==> config.mk <==
export PLATFORM = sky130hd
export DESIGN_NAME = tiled_gemm_request_generator
export DESIGN_NICKNAME = d
export VERILOG_FILES = /design/src/sv/tgrg_pkg.sv /design/src/sv/tiled_gemm_request_generator.sv /design/src/sv/tgrg_front.sv /design/src/sv/tgrg_fifo.sv /design/src/sv/tgrg_back.sv
export SDC_FILE = /design/constraint.sdc
export NUM_CORES = 2
export LEC_CHECK = 0
export ABC_CLOCK_PERIOD_IN_PS = 8860
export BUFFER_PORTS_ARGS = -buffer_cell sky130_fd_sc_hd__buf_2
export CAP_MARGIN = 20
export CORE_MARGIN = 8
export CORE_UTILIZATION = 60
export CTS_BUF_LIST = sky130_fd_sc_hd__clkbuf_4
export CTS_CLUSTER_DIAMETER = 150
export DETAILED_ROUTE_END_ITERATION = 8
export PLACE_DENSITY = 0.78
export SLEW_MARGIN = 20
export SYNTH_ARGS = -nofsm -noshare
export SYNTH_HDL_FRONTEND = slang
export SYNTH_SLANG_ARGS = --single-unit
==> constraint.sdc <==
create_clock -name clk_i -period 8.86 [get_ports clk_i]
set_input_delay 0.443 -clock clk_i [delete_from_list [all_inputs] [get_ports clk_i]]
set_output_delay 0.443 -clock clk_i [all_outputs]
set_load 0.05 [all_outputs]
==> src/sv/tgrg_pkg.sv <==
// ----------------------------------------------------------------------------
// tgrg_pkg
// shared types and constants of the tiled matrix-multiply request generator
// ----------------------------------------------------------------------------
package tgrg_pkg;

  localparam int unsigned BlockMDefault = 8;
  localparam int unsigned BlockNDefault = 8;
  localparam int unsigned BlockKDefault = 4;

  localparam int unsigned AddrW   = 64;
  localparam int unsigned DimW    = 16;
  localparam int unsigned EbW     = 5;
  localparam int unsigned BytesW  = 11;
  localparam int unsigned InnerW  = 6;
  localparam int unsigned CfgIdxW = 3;
  localparam int unsigned MulW    = 2 * DimW;
  localparam int unsigned OffW    = 18;

  localparam logic [AddrW-1:0] ABaseReset      = 64'd0;
  localparam logic [AddrW-1:0] BBaseReset      = 64'd8192;
  localparam logic [AddrW-1:0] CBaseReset      = 64'd16384;
  localparam logic [DimW-1:0]  RowStartReset   = 16'd0;
  localparam logic [DimW-1:0]  RowEndReset     = 16'd64;
  localparam logic [DimW-1:0]  ColCountReset   = 16'd64;
  localparam logic [DimW-1:0]  DepthCountReset = 16'd32;
  localparam logic [EbW-1:0]   ElemBytesReset  = 5'd4;

  typedef enum logic [CfgIdxW-1:0] {
    CfgABase      = 3'd0,
    CfgBBase      = 3'd1,
    CfgCBase      = 3'd2,
    CfgRowStart   = 3'd3,
    CfgRowEnd     = 3'd4,
    CfgColCount   = 3'd5,
    CfgDepthCount = 3'd6,
    CfgElemBytes  = 3'd7
  } tgrg_cfg_idx_e;

  typedef enum logic [1:0] {
    PhReadA  = 2'd0,
    PhReadB  = 2'd1,
    PhWriteC = 2'd2
  } tgrg_phase_e;

  typedef struct packed {
    logic [AddrW-1:0] a_base;
    logic [AddrW-1:0] b_base;
    logic [AddrW-1:0] c_base;
    logic [DimW-1:0]  row_start;
    logic [DimW-1:0]  row_end;
    logic [DimW-1:0]  col_count;
    logic [DimW-1:0]  depth_count;
    logic [EbW-1:0]   element_bytes;
  } tgrg_cfg_t;

  typedef struct packed {
    tgrg_phase_e       phase;
    logic [DimW-1:0]   tile_row;
    logic [DimW-1:0]   tile_col;
    logic [DimW-1:0]   tile_depth;
    logic [InnerW-1:0] inner_row;
    logic [InnerW-1:0] inner_col;
    logic              last;
  } tgrg_req_t;

endpackage

==> src/sv/tiled_gemm_request_generator.sv <==
// ----------------------------------------------------------------------------
// tiled_gemm_request_generator
// memory request generator for a tiled matrix-multiply traffic pattern
// ----------------------------------------------------------------------------
// usage
//   input channel (in_valid_i/in_ready_o, restart_i): each transaction asks
//   for the next request; restart_i high rewinds to the start of a pass first.
//   a transaction yields one request, or none once the pass is finished or
//   the pass is empty.
//   output channel (out_valid_o/out_ready_i): address, length, write flag and
//   an end-of-pass flag.
//   config port (cfg_we_i, cfg_idx_i, cfg_data_i): written while idle.
//   path: a request goes from its input transaction through the queue write,
//   then the multiply stage, then the base add into the output register.
//   throughput: one transaction per cycle while the receiver does not stall;
//   every pipeline stage then takes a new transaction each cycle.
//   reset: config takes its default values, counters rewind, queue empties.
//   receiver stall: the output register and multiply stage hold, the 2-entry
//   queue fills, then in_ready_o drops.
// ----------------------------------------------------------------------------
module tiled_gemm_request_generator #(
  parameter int unsigned BlockM = tgrg_pkg::BlockMDefault,
  parameter int unsigned BlockN = tgrg_pkg::BlockNDefault,
  parameter int unsigned BlockK = tgrg_pkg::BlockKDefault
) (
  input  logic                          clk_i,
  input  logic                          rst_ni,
  input  logic                          cfg_we_i,
  input  logic [tgrg_pkg::CfgIdxW-1:0]  cfg_idx_i,
  input  logic [tgrg_pkg::AddrW-1:0]    cfg_data_i,
  input  logic                          in_valid_i,
  output logic                          in_ready_o,
  input  logic                          restart_i,
  output logic                          out_valid_o,
  input  logic                          out_ready_i,
  output logic [tgrg_pkg::AddrW-1:0]    request_address_o,
  output logic [tgrg_pkg::BytesW-1:0]   request_bytes_o,
  output logic                          is_write_o,
  output logic                          last_of_pass_o
);

  tgrg_pkg::tgrg_cfg_t cfg_q;
  tgrg_pkg::tgrg_req_t push_req, pop_req;
  logic                push, pop, full, empty;

  always_ff @(posedge clk_i or negedge rst_ni) begin
    if (!rst_ni) begin
      cfg_q.a_base        <= tgrg_pkg::ABaseReset;
      cfg_q.b_base        <= tgrg_pkg::BBaseReset;
      cfg_q.c_base        <= tgrg_pkg::CBaseReset;
      cfg_q.row_start     <= tgrg_pkg::RowStartReset;
      cfg_q.row_end       <= tgrg_pkg::RowEndReset;
      cfg_q.col_count     <= tgrg_pkg::ColCountReset;
      cfg_q.depth_count   <= tgrg_pkg::DepthCountReset;
      cfg_q.element_bytes <= tgrg_pkg::ElemBytesReset;
    end else if (cfg_we_i) begin
      unique case (tgrg_pkg::tgrg_cfg_idx_e'(cfg_idx_i))
        tgrg_pkg::CfgABase:      cfg_q.a_base        <= cfg_data_i;
        tgrg_pkg::CfgBBase:      cfg_q.b_base        <= cfg_data_i;
        tgrg_pkg::CfgCBase:      cfg_q.c_base        <= cfg_data_i;
        tgrg_pkg::CfgRowStart:   cfg_q.row_start     <= cfg_data_i[tgrg_pkg::DimW-1:0];
        tgrg_pkg::CfgRowEnd:     cfg_q.row_end       <= cfg_data_i[tgrg_pkg::DimW-1:0];
        tgrg_pkg::CfgColCount:   cfg_q.col_count     <= cfg_data_i[tgrg_pkg::DimW-1:0];
        tgrg_pkg::CfgDepthCount: cfg_q.depth_count   <= cfg_data_i[tgrg_pkg::DimW-1:0];
        tgrg_pkg::CfgElemBytes:  cfg_q.element_bytes <= cfg_data_i[tgrg_pkg::EbW-1:0];
        default:                 cfg_q               <= cfg_q;
      endcase
    end
  end

  tgrg_front #(
    .BlockM (BlockM),
    .BlockN (BlockN),
    .BlockK (BlockK)
  ) u_front (
    .clk_i      (clk_i),
    .rst_ni     (rst_ni),
    .cfg_i      (cfg_q),
    .in_valid_i (in_valid_i),
    .in_ready_o (in_ready_o),
    .restart_i  (restart_i),
    .full_i     (full),
    .push_o     (push),
    .req_o      (push_req)
  );

  tgrg_fifo u_fifo (
    .clk_i   (clk_i),
    .rst_ni  (rst_ni),
    .push_i  (push),
    .data_i  (push_req),
    .full_o  (full),
    .pop_i   (pop),
    .empty_o (empty),
    .data_o  (pop_req)
  );

  tgrg_back #(
    .BlockM (BlockM),
    .BlockN (BlockN),
    .BlockK (BlockK)
  ) u_back (
    .clk_i             (clk_i),
    .rst_ni            (rst_ni),
    .cfg_i             (cfg_q),
    .empty_i           (empty),
    .pop_o             (pop),
    .req_i             (pop_req),
    .out_valid_o       (out_valid_o),
    .out_ready_i       (out_ready_i),
    .request_address_o (request_address_o),
    .request_bytes_o   (request_bytes_o),
    .is_write_o        (is_write_o),
    .last_of_pass_o    (last_of_pass_o)
  );

endmodule

==> src/sv/tgrg_front.sv <==
// ----------------------------------------------------------------------------
// tgrg_front
// loop counters: takes restart/advance items and emits request descriptors
// ----------------------------------------------------------------------------
module tgrg_front #(
  parameter int unsigned BlockM = tgrg_pkg::BlockMDefault,
  parameter int unsigned BlockN = tgrg_pkg::BlockNDefault,
  parameter int unsigned BlockK = tgrg_pkg::BlockKDefault
) (
  input  logic                clk_i,
  input  logic                rst_ni,
  input  tgrg_pkg::tgrg_cfg_t cfg_i,
  input  logic                in_valid_i,
  output logic                in_ready_o,
  input  logic                restart_i,
  input  logic                full_i,
  output logic                push_o,
  output tgrg_pkg::tgrg_req_t req_o
);

  localparam int unsigned IrW  = (BlockM > 1) ? $clog2(BlockM) : 1;
  localparam int unsigned IcW  = (BlockN > 1) ? $clog2(BlockN) : 1;
  localparam int unsigned CmpW = tgrg_pkg::DimW + 1;

  logic [tgrg_pkg::DimW-1:0] row_q, row_d, col_q, col_d, dep_q, dep_d;
  logic [IrW-1:0]            ir_q, ir_d;
  logic [IcW-1:0]            ic_q, ic_d;
  tgrg_pkg::tgrg_phase_e     ph_q, ph_d;
  logic                      done_q, done_d;

  logic [tgrg_pkg::DimW-1:0] e_row, e_col, e_dep;
  logic [IrW-1:0]            e_ir;
  logic [IcW-1:0]            e_ic;
  tgrg_pkg::tgrg_phase_e     e_ph;
  logic                      e_done;
  logic                      fire, empty_pass, last;
  logic [CmpW-1:0]           next_dep, next_col, next_row;

  assign in_ready_o = !full_i;
  assign fire       = in_valid_i && in_ready_o;

  always_comb begin
    if (restart_i) begin
      e_row  = cfg_i.row_start;
      e_col  = '0;
      e_dep  = '0;
      e_ir   = '0;
      e_ic   = '0;
      e_ph   = tgrg_pkg::PhReadA;
      e_done = 1'b0;
    end else begin
      e_row  = row_q;
      e_col  = col_q;
      e_dep  = dep_q;
      e_ir   = ir_q;
      e_ic   = ic_q;
      e_ph   = ph_q;
      e_done = done_q;
    end
  end

  assign empty_pass = (e_row >= cfg_i.row_end) || (cfg_i.col_count == '0) ||
                      (cfg_i.depth_count == '0);
  assign next_dep = CmpW'(e_dep) + CmpW'(BlockK);
  assign next_col = CmpW'(e_col) + CmpW'(BlockN);
  assign next_row = CmpW'(e_row) + CmpW'(BlockM);

  // advance through phase, inner column, inner row, depth, column, row tiles
  always_comb begin
    row_d = e_row;
    col_d = e_col;
    dep_d = e_dep;
    ir_d  = e_ir;
    ic_d  = e_ic;
    ph_d  = e_ph;
    last  = 1'b0;
    priority if (e_ph != tgrg_pkg::PhWriteC) begin
      ph_d = (e_ph == tgrg_pkg::PhReadA) ? tgrg_pkg::PhReadB : tgrg_pkg::PhWriteC;
    end else if (e_ic != IcW'(BlockN - 1)) begin
      ph_d = tgrg_pkg::PhReadA;
      ic_d = e_ic + IcW'(1);
    end else if (e_ir != IrW'(BlockM - 1)) begin
      ph_d = tgrg_pkg::PhReadA;
      ic_d = '0;
      ir_d = e_ir + IrW'(1);
    end else if (next_dep < CmpW'(cfg_i.depth_count)) begin
      ph_d  = tgrg_pkg::PhReadA;
      ic_d  = '0;
      ir_d  = '0;
      dep_d = next_dep[tgrg_pkg::DimW-1:0];
    end else if (next_col < CmpW'(cfg_i.col_count)) begin
      ph_d  = tgrg_pkg::PhReadA;
      ic_d  = '0;
      ir_d  = '0;
      dep_d = '0;
      col_d = next_col[tgrg_pkg::DimW-1:0];
    end else if (next_row < CmpW'(cfg_i.row_end)) begin
      ph_d  = tgrg_pkg::PhReadA;
      ic_d  = '0;
      ir_d  = '0;
      dep_d = '0;
      col_d = '0;
      row_d = next_row[tgrg_pkg::DimW-1:0];
    end else begin
      ph_d  = tgrg_pkg::PhReadA;
      ic_d  = '0;
      ir_d  = '0;
      dep_d = '0;
      col_d = '0;
      row_d = cfg_i.row_start;
      last  = 1'b1;
    end
  end

  always_comb begin
    done_d = e_done;
    if (!e_done) begin
      done_d = empty_pass ? 1'b1 : last;
    end
  end

  assign push_o = fire && !e_done && !empty_pass;

  always_comb begin
    req_o.phase      = e_ph;
    req_o.tile_row   = e_row;
    req_o.tile_col   = e_col;
    req_o.tile_depth = e_dep;
    req_o.inner_row  = tgrg_pkg::InnerW'(e_ir);
    req_o.inner_col  = tgrg_pkg::InnerW'(e_ic);
    req_o.last       = last;
  end

  always_ff @(posedge clk_i or negedge rst_ni) begin
    if (!rst_ni) begin
      row_q  <= tgrg_pkg::RowStartReset;
      col_q  <= '0;
      dep_q  <= '0;
      ir_q   <= '0;
      ic_q   <= '0;
      ph_q   <= tgrg_pkg::PhReadA;
      done_q <= 1'b0;
    end else if (fire) begin
      done_q <= done_d;
      if (push_o) begin
        row_q <= row_d;
        col_q <= col_d;
        dep_q <= dep_d;
        ir_q  <= ir_d;
        ic_q  <= ic_d;
        ph_q  <= ph_d;
      end else begin
        row_q <= e_row;
        col_q <= e_col;
        dep_q <= e_dep;
        ir_q  <= e_ir;
        ic_q  <= e_ic;
        ph_q  <= e_ph;
      end
    end
  end

`ifndef SYNTHESIS
  a_no_push_after_done: assert property (@(posedge clk_i) disable iff (!rst_ni)
    (fire && !restart_i && done_q) |-> !push_o)
    else $error("request issued after end of pass");
`endif

endmodule

==> src/sv/tgrg_fifo.sv <==
// ----------------------------------------------------------------------------
// tgrg_fifo
// two-entry descriptor queue between the counter front and the address back
// ----------------------------------------------------------------------------
module tgrg_fifo (
  input  logic                clk_i,
  input  logic                rst_ni,
  input  logic                push_i,
  input  tgrg_pkg::tgrg_req_t data_i,
  output logic                full_o,
  input  logic                pop_i,
  output logic                empty_o,
  output tgrg_pkg::tgrg_req_t data_o
);

  tgrg_pkg::tgrg_req_t mem_q [2];
  logic                wr_q, rd_q;
  logic [1:0]          count_q;

  assign full_o  = (count_q == 2'd2);
  assign empty_o = (count_q == 2'd0);
  assign data_o  = mem_q[rd_q];

  always_ff @(posedge clk_i) begin
    if (push_i) begin
      mem_q[wr_q] <= data_i;
    end
  end

  always_ff @(posedge clk_i or negedge rst_ni) begin
    if (!rst_ni) begin
      wr_q    <= 1'b0;
      rd_q    <= 1'b0;
      count_q <= 2'd0;
    end else begin
      if (push_i) begin
        wr_q <= !wr_q;
      end
      if (pop_i) begin
        rd_q <= !rd_q;
      end
      unique case ({push_i, pop_i})
        2'b10:   count_q <= count_q + 2'd1;
        2'b01:   count_q <= count_q - 2'd1;
        default: count_q <= count_q;
      endcase
    end
  end

`ifndef SYNTHESIS
  a_count_bound: assert property (@(posedge clk_i) disable iff (!rst_ni)
    count_q <= 2'd2)
    else $error("queue count out of range");
  a_pop_nonempty: assert property (@(posedge clk_i) disable iff (!rst_ni)
    pop_i |-> (count_q != 2'd0))
    else $error("pop from empty queue");
`endif

endmodule

==> src/sv/tgrg_back.sv <==
// ----------------------------------------------------------------------------
// tgrg_back
// address pipeline: multiply stage, then base add into the output register
// ----------------------------------------------------------------------------
module tgrg_back #(
  parameter int unsigned BlockM = tgrg_pkg::BlockMDefault,
  parameter int unsigned BlockN = tgrg_pkg::BlockNDefault,
  parameter int unsigned BlockK = tgrg_pkg::BlockKDefault
) (
  input  logic                          clk_i,
  input  logic                          rst_ni,
  input  tgrg_pkg::tgrg_cfg_t           cfg_i,
  input  logic                          empty_i,
  output logic                          pop_o,
  input  tgrg_pkg::tgrg_req_t           req_i,
  output logic                          out_valid_o,
  input  logic                          out_ready_i,
  output logic [tgrg_pkg::AddrW-1:0]    request_address_o,
  output logic [tgrg_pkg::BytesW-1:0]   request_bytes_o,
  output logic                          is_write_o,
  output logic                          last_of_pass_o
);

  localparam int unsigned OffW = tgrg_pkg::OffW;
  localparam int unsigned MulW = tgrg_pkg::MulW;

  logic                          adv;
  logic [tgrg_pkg::DimW-1:0]     mul_a, mul_b;
  logic [OffW-1:0]               off_d;
  logic                          s1_valid_q;
  logic [MulW-1:0]               s1_mul_q;
  logic [OffW-1:0]               s1_off_q;
  tgrg_pkg::tgrg_phase_e         s1_ph_q;
  logic                          s1_last_q;
  logic [tgrg_pkg::AddrW-1:0]    base;
  logic [11:0]                   rd_bytes;
  logic [tgrg_pkg::BytesW-1:0]   bytes_d;

  assign adv   = !out_valid_o || out_ready_i;
  assign pop_o = adv && !empty_i;

  always_comb begin
    unique case (req_i.phase)
      tgrg_pkg::PhReadA: begin
        mul_a = req_i.tile_row;
        mul_b = cfg_i.depth_count;
        off_d = OffW'(req_i.tile_depth) + OffW'(req_i.inner_row) * OffW'(BlockK);
      end
      tgrg_pkg::PhReadB: begin
        mul_a = req_i.tile_col;
        mul_b = cfg_i.depth_count;
        off_d = OffW'(req_i.tile_depth) + OffW'(req_i.inner_col) * OffW'(BlockK);
      end
      tgrg_pkg::PhWriteC: begin
        mul_a = req_i.tile_row;
        mul_b = cfg_i.col_count;
        off_d = OffW'(req_i.tile_col) + OffW'(req_i.inner_row) * OffW'(BlockN)
              + OffW'(req_i.inner_col) * OffW'(BlockM);
      end
      default: begin
        mul_a = '0;
        mul_b = '0;
        off_d = '0;
      end
    endcase
  end

  always_comb begin
    unique case (s1_ph_q)
      tgrg_pkg::PhReadA:  base = cfg_i.a_base;
      tgrg_pkg::PhReadB:  base = cfg_i.b_base;
      tgrg_pkg::PhWriteC: base = cfg_i.c_base;
      default:            base = '0;
    endcase
  end

  assign rd_bytes = 12'(BlockK) * 12'(cfg_i.element_bytes);
  assign bytes_d  = (s1_ph_q == tgrg_pkg::PhWriteC) ?
                    tgrg_pkg::BytesW'(cfg_i.element_bytes) :
                    rd_bytes[tgrg_pkg::BytesW-1:0];

  always_ff @(posedge clk_i) begin
    if (adv) begin
      s1_mul_q          <= MulW'(mul_a) * MulW'(mul_b);
      s1_off_q          <= off_d;
      s1_ph_q           <= req_i.phase;
      s1_last_q         <= req_i.last;
      request_address_o <= base + tgrg_pkg::AddrW'(s1_mul_q)
                         + tgrg_pkg::AddrW'(s1_off_q);
      request_bytes_o   <= bytes_d;
      is_write_o        <= (s1_ph_q == tgrg_pkg::PhWriteC);
      last_of_pass_o    <= s1_last_q;
    end
  end

  always_ff @(posedge clk_i or negedge rst_ni) begin
    if (!rst_ni) begin
      s1_valid_q  <= 1'b0;
      out_valid_o <= 1'b0;
    end else if (adv) begin
      s1_valid_q  <= pop_o;
      out_valid_o <= s1_valid_q;
    end
  end

`ifndef SYNTHESIS
  a_stage_moves: assert property (@(posedge clk_i) disable iff (!rst_ni)
    (s1_valid_q && adv) |=> out_valid_o)
    else $error("address stage lost a transaction");
`endif

endmodule

# Word-level counts from Yosys, hierarchy flattened
# Memories as Yosys holds them, arrays and structs flattened.
# Cells that the tools add are included.
[totals]
n_memories = 1
regBits = 454
elab_cells = 149
input_bits = 73
output_inout_bits = 79
mem_bits_rw = 114
[op_classes]
n_reduce_logical = 32
magnitude_cmp = 4
multipliers = 1
n_mux = 51
eq_ne = 17
addsub = 13
[memory_table]
columns = ["name", "words", "word_bits", "read_ports", "rd_clocked_by_memory_dff", "wr", "line_no", "source"]
rows = [
  ["u_fifo.mem_q", 2, 57, 1, 0, 1, "tgrg_fifo.sv:16", "tgrg_pkg::tgrg_req_t mem_q [2];"],
]
[op_table]
columns = ["op", "count"]
rows = [
  ["two-way mux 16 bit", 21],
  ["one-hot mux 64 bit (3 select lines)", 1],
  ["adder 64 x 18 -> 64 bit", 1],
  ["adder 64 x 32 -> 64 bit", 1],
  ["one-hot mux 16 bit (2 select lines)", 2],
  ["one-hot mux 18 bit (3 select lines)", 1],
  ["less-than comparator 17 x 16 -> 1 bit", 3],
  ["adder 16 x 4 -> 17 bit, second input constant", 2],
  ["adder 16 x 8 -> 17 bit", 2],
  ["zero test 16 bit", 2],
  ["multiplier 16 x 16 -> 32 bit", 1],
  ["two-way mux 3 bit", 9],
  ["adder 18 x 9 -> 18 bit", 1],
  ["adder 16 x 3 -> 17 bit, second input constant", 1],
  ["adder 16 x 9 -> 17 bit", 1],
  ["greater-or-equal comparator 16 bit", 1],
  ["AND reduction 2 bit", 8],
  ["equality test 3 bit, second input constant", 4],
  ["two-way mux 1 bit", 11],
  ["equality test 2 bit, second input constant", 4],
  ["zero test 2 bit", 4],
  ["two-way mux 2 bit", 4],
  ["zero test 1 bit", 7],
  ["adder 3 x 1 -> 3 bit, second input constant", 2],
  ["other kinds (14)", 24],
]

# Logic depth before layout (Yosys ltp)
[logic_depth]
ltp_word = 11
mapped_depth = 29
mapped_depth_nobuf = 25

# Cells and area by module
# A second synthesis with hierarchy kept.
[unflattened]
hier_cells = 3456
area_unflattened_um2 = 39839.5
[modules_own_cells]
columns = ["module", "instances", "seq_area_each_um2", "area_per_inst_um2", "cells_per_inst"]
rows = [
  ["tgrg_back", 1, 3803.6, 18255.0, 1988],
  ["tiled_gemm_request_generator", 1, 6538.8, 10802.9, 560],
  ["tgrg_front", 1, 1426.4, 5751.8, 696],
  ["tgrg_fifo", 1, 3883.7, 5029.8, 212],
]

# Worst setup path before layout
# No wires, ideal clock.
[synth_path]
path_type = "flip-flop to flip-flop"
start = "reg u_fifo.rd_q"
end = "reg u_back.s1_mul_q[21], data pin"
arrival_time_ps = 7298
synth_period_minus_slack_ps = 7557
stages_incl_launch_ff = 27
path_buffers = 3
slack_ps = 1303
path_cell_list = "dfrtp_1 > buf_1 > buf_2 > mux2i_1 > nor2_1 > a22oi_1 > clkbuf_1 > nor2_1 > fa_1 > inv_1 > fa_1 > inv_1 > fa_1 > fa_1 > fa_1 > inv_1 > fa_1 > inv_1 > ha_1 > a21oi_1 > o221ai_1 > a31o_2 > a21oi_1 > o211ai_1 > a31o_2 > a21oi_1 > xnor2_1"
[synth_via]
elab_chain_cells = 5
[synth_rtl]
columns = ["element", "line_no", "source"]
rows = [
  ["from (decl)", "tgrg_fifo.sv:17", "logic wr_q, rd_q;"],
  ["from (signal assigned)", "tgrg_fifo.sv:40", "rd_q <= !rd_q;"],
  ["memory (2 x 57 bit) *", "--", ""],
  ["equality test 2 bit, or another cell as far along", "tgrg_back.sv:43", "unique case (req_i.phase)"],
  ["OR reduction 2 bit (no line)", "--", ""],
  ["one-hot mux 16 bit (2 select lines)", "tgrg_back.sv:43", ""],
  ["multiplier 16 x 16 -> 32 bit *", "tgrg_back.sv:84", "s1_mul_q <= MulW'(mul_a) * MulW'(mul_b);"],
  ["to (signal assigned)", "tgrg_back.sv:84", ""],
  ["to (decl)", "tgrg_back.sv:31", "logic [MulW-1:0] s1_mul_q;"],
]
# Mark *: on every way between the ends. The rest lies on a longest branch, timed or not.
# A chain may end at the register's enable or synchronous reset.

# Worst setup path in the final report
[layout_path]
start = "reg u_fifo.rd_q"
end = "reg u_back.s1_mul_q[29], data pin"
# Same word-level chain as after synthesis.

==> reports/qor.yml <==
status: "complete, no violations"
cp_top_family: "adder cells"
arrival_ns: 9.04
grt_util_met1_pct: 36.3
fin_nets: 4181
drt_iter0_drc: 2098
cts_sinks: 564
drv_slew: 0
cp_data_required_time_ns: 9.53
drive_gt1_share_pct: 20.2
fmax_mhz: 120
synth_area_um2: 37100
grt_pass1_wl_um: 153000
place_hpwl_um: 71100
syn_avg_cell_area_um2: 11.0
io_pins: 152
ys_ff_latch: 564
rows: 91
crit_chain: "mux2i_2, nor2_1, a22oi_1, nor2_1, fa_1, inv_1, fa_1, inv_1, fa_1, fa_1, fa_1, inv_1, fa_1, inv_1, ha_1, a21oi_1, o21a_1, o21ai_0, a221oi_1, nor3_1, a21boi_0, o21bai_1, xor2_1"
clock_skew_ns: 0.0767
holdPathEnd: "cfg_q[42]$_DFFE_PN0P_"
async_reset_ff_share_pct: 57.4
r2r-end: "u_back.s1_mul_q[29]$_DFFE_PP_"
vias_per_cell: 5.97
timing.final.crit_share_pct: 94.4
synth_cells: 3365
avgRoutedWirePerCell_um: 21.3
final_common_cell: "inv_1"
area_delta_synth_final_pct: 12.0
overflow: 0
netlist.area_leader.share_pct: 21.4
die_y_um: 265
worst_hold_path_type: "in -> reg"
finalSetupViolations: 0
drtAntennaViolNets: 0
maxCapViolCount: 0
vias: 27300
dieArea_um2: 70100
route.detailed.drc: 0
worstPathBufferInverterCount: 4
grt_pass1_vias: 27400
r2r_start: "u_fifo.rd_q$_DFFE_PN0P_"
grtUsageMet3_pct: 5.73
fillers: 4523
post_cts.repair.setup_buffers: 0
dr.pass1.iters: 7
period_needed_ns: 8.37
reg2reg_depth: 23
min_path_cells: 4
worstPathMaxFanout: 32
critical_path_class: "reg -> reg"
cts_buffers: 142
antenna_found_initial: 7
routed_wl_um: 97300
relSlewSlack_pct: 26.9
endpoint_kind: "flop"
rsz0062_at_grt: "no"
seq_area_frac_synth_pct: 41.3
cp-start-kind: "flop"
grt_use_total_pct: 27.7
clk_pin_slew_ns: 0.07
ctsLongestPathBuffers: 3
met2_usage_pct: 44.5
cts_tree: "yes"
cpMaxStageDelayCell: "dfrtp_4"
synth_top_area_cell: "dfrtp_1"
cts-root-buf: "clkbuf_4"
portBuffers: 147
synth.area.top_cells: "dfrtp_1 (21%), edfxtp_1 (19%), fa_1 (12%)"
synth_edf_count: 240
synth_cell_type_count: 82
top_usage_layer: "met2"
gp_congestion: 0.985
die_w_um: 265
rrSetupSlack_ns: 0.49
cpPeakStageDelay_ns: 0.78
yosys_warnings: 0
worstSkewPairLatency_ns: 0.99
grt_max_degree: 183
layout_common_cells: "inv_1 (333), dfrtp_1 (317), nand2_1 (302)"
design.core.area_um2: 61500
setup_tns_ns: 0
cts_resized: 0
yosys_most_used_dff: "dfrtp_1"
crit_top_cell: "fa_1"
min-delay-start: "cfg_idx_i[1]"
finalHoldViolations: 0
worstMarginPinSlew_ns: 1.08
start_util_pct: 60.4
h-tree-depth: 4
## tightest hold or removal path, cell delays in order
cell and delay, ns:
buf_2 0.17, nor3_2 0.06, buf_4 0.21, o21ai_0 0.16
## synth_stat cells (all sizes together) (7+ instances only)
library cell,n
and3,22
clkbuf,91
mux2i,108
nand3,45
a22o,17
inv,335
o21ai,145
nor2,226
dfrtp,318
xor2,54
buf,41
a21boi,9
o211ai,8
mux2,279
a211oi,32
o2bb2ai,11
nand3b,8
o31ai,7
a22oi,19
a31oi,7
ha,226
a221oi,7
nand2b,18
edfxtp,240
o22ai,40
nor2b,62
nor4,19
fa,216
o22a,16
nor3,34
a21o,38
o21bai,11
o21a,12
a21oi,97
and2,15
or2,9
xnor2,98
nand2,302
nand4,33
## final cells by class
type,instances,area [um2],share of cell area [%]
Multi-Input combinational cell,2337,20100,48.3
Sequential cell,564,15300,36.9
Timing Repair Buffer,285,2030,4.88
Clock buffer,209,1570,3.77
Inverter,336,1270,3.04
Tap cell,790,988,2.38
Clock inverter,50,325,0.782
Antenna cell,4,10.0,0.0241
## flip-flops by register name, summed over array words and instances (netlist names), 7 cells and up
register                  count
cfg_q                       261
u_back.request_address_o     64
u_back.request_bytes_o        7
u_back.s1_mul_q              32
u_back.s1_off_q              18
u_fifo.mem_q                114
u_front.col_q                16
u_front.dep_q                16
u_front.row_q                16
## how the worst max path moves through the flow
stage | endpoint | depth (start not counted) | slack (ns) | start
floorplan | u_back.s1_mul_q[21]$_DFFE_PP_ | 26 | 1.30 | u_fifo.rd_q$_DFFE_PN0P_
global placement | u_back.s1_mul_q[29]$_DFFE_PP_ | 23 | 0.69 | u_fifo.rd_q$_DFFE_PN0P_
detailed placement | u_back.s1_mul_q[29]$_DFFE_PP_ | 23 | 0.58 | u_fifo.rd_q$_DFFE_PN0P_
CTS | u_back.s1_mul_q[29]$_DFFE_PP_ | 23 | 0.56 | u_fifo.rd_q$_DFFE_PN0P_
global route | u_back.s1_mul_q[29]$_DFFE_PP_ | 24 | 0.09 | u_fifo.rd_q$_DFFE_PN0P_
finish | u_back.s1_mul_q[29]$_DFFE_PP_ | 23 | 0.49 | u_fifo.rd_q$_DFFE_PN0P_
## cell families (layout without fill, tap and decap cells)
logic type / Yosys count / after routing / synth area share [%]
other: 1 / 9 / 0.0101
buffers and inverters: 468 / 880 / 4.88
DFF: 564 / 564 / 41.3
AOI/OAI and AO/OA: 527 / 527 / 9.29
muxes: 387 / 387 / 11.4
xor gates and xnor gates: 152 / 152 / 3.58
and+or+nand+nor: 824 / 824 / 10.4
adders and majority gates: 442 / 442 / 19.3
## through the flow
stage               util [%]  worst slack, ns  cell area, um2  cells  hold slack [ns]
floorplan                  -             1.30           37200   3369            0.147
global placement        63.2            0.689           38900   4235            0.420
detailed placement      63.2            0.583           38900   4235            0.433
CTS                     67.5            0.555           41500   4567           0.0145
global route            67.6           0.0937           41600   4574           0.0813
finish                  67.6            0.494           41600   4575            0.117
## per-layer routing
| metal | vias to the layer above | part of all wire, % |
|---|---|---|
| met4 | 0 | 4.2 |
| met5 | - | 0 |
| met2 | 1251 | 47 |
| li1 | 12400 | - |
| met1 | 13400 | 41 |
| met3 | 256 | 8.1 |
## timing repair
item,4_1_cts,5_1_grt
hold endpoints to repair,349,0
hold buffers,73,0
endpoints found under the setup margin,0,0
Power is not shown: default switching activity piles up to over one toggle a cycle in this logic, so the estimate is an artifact.
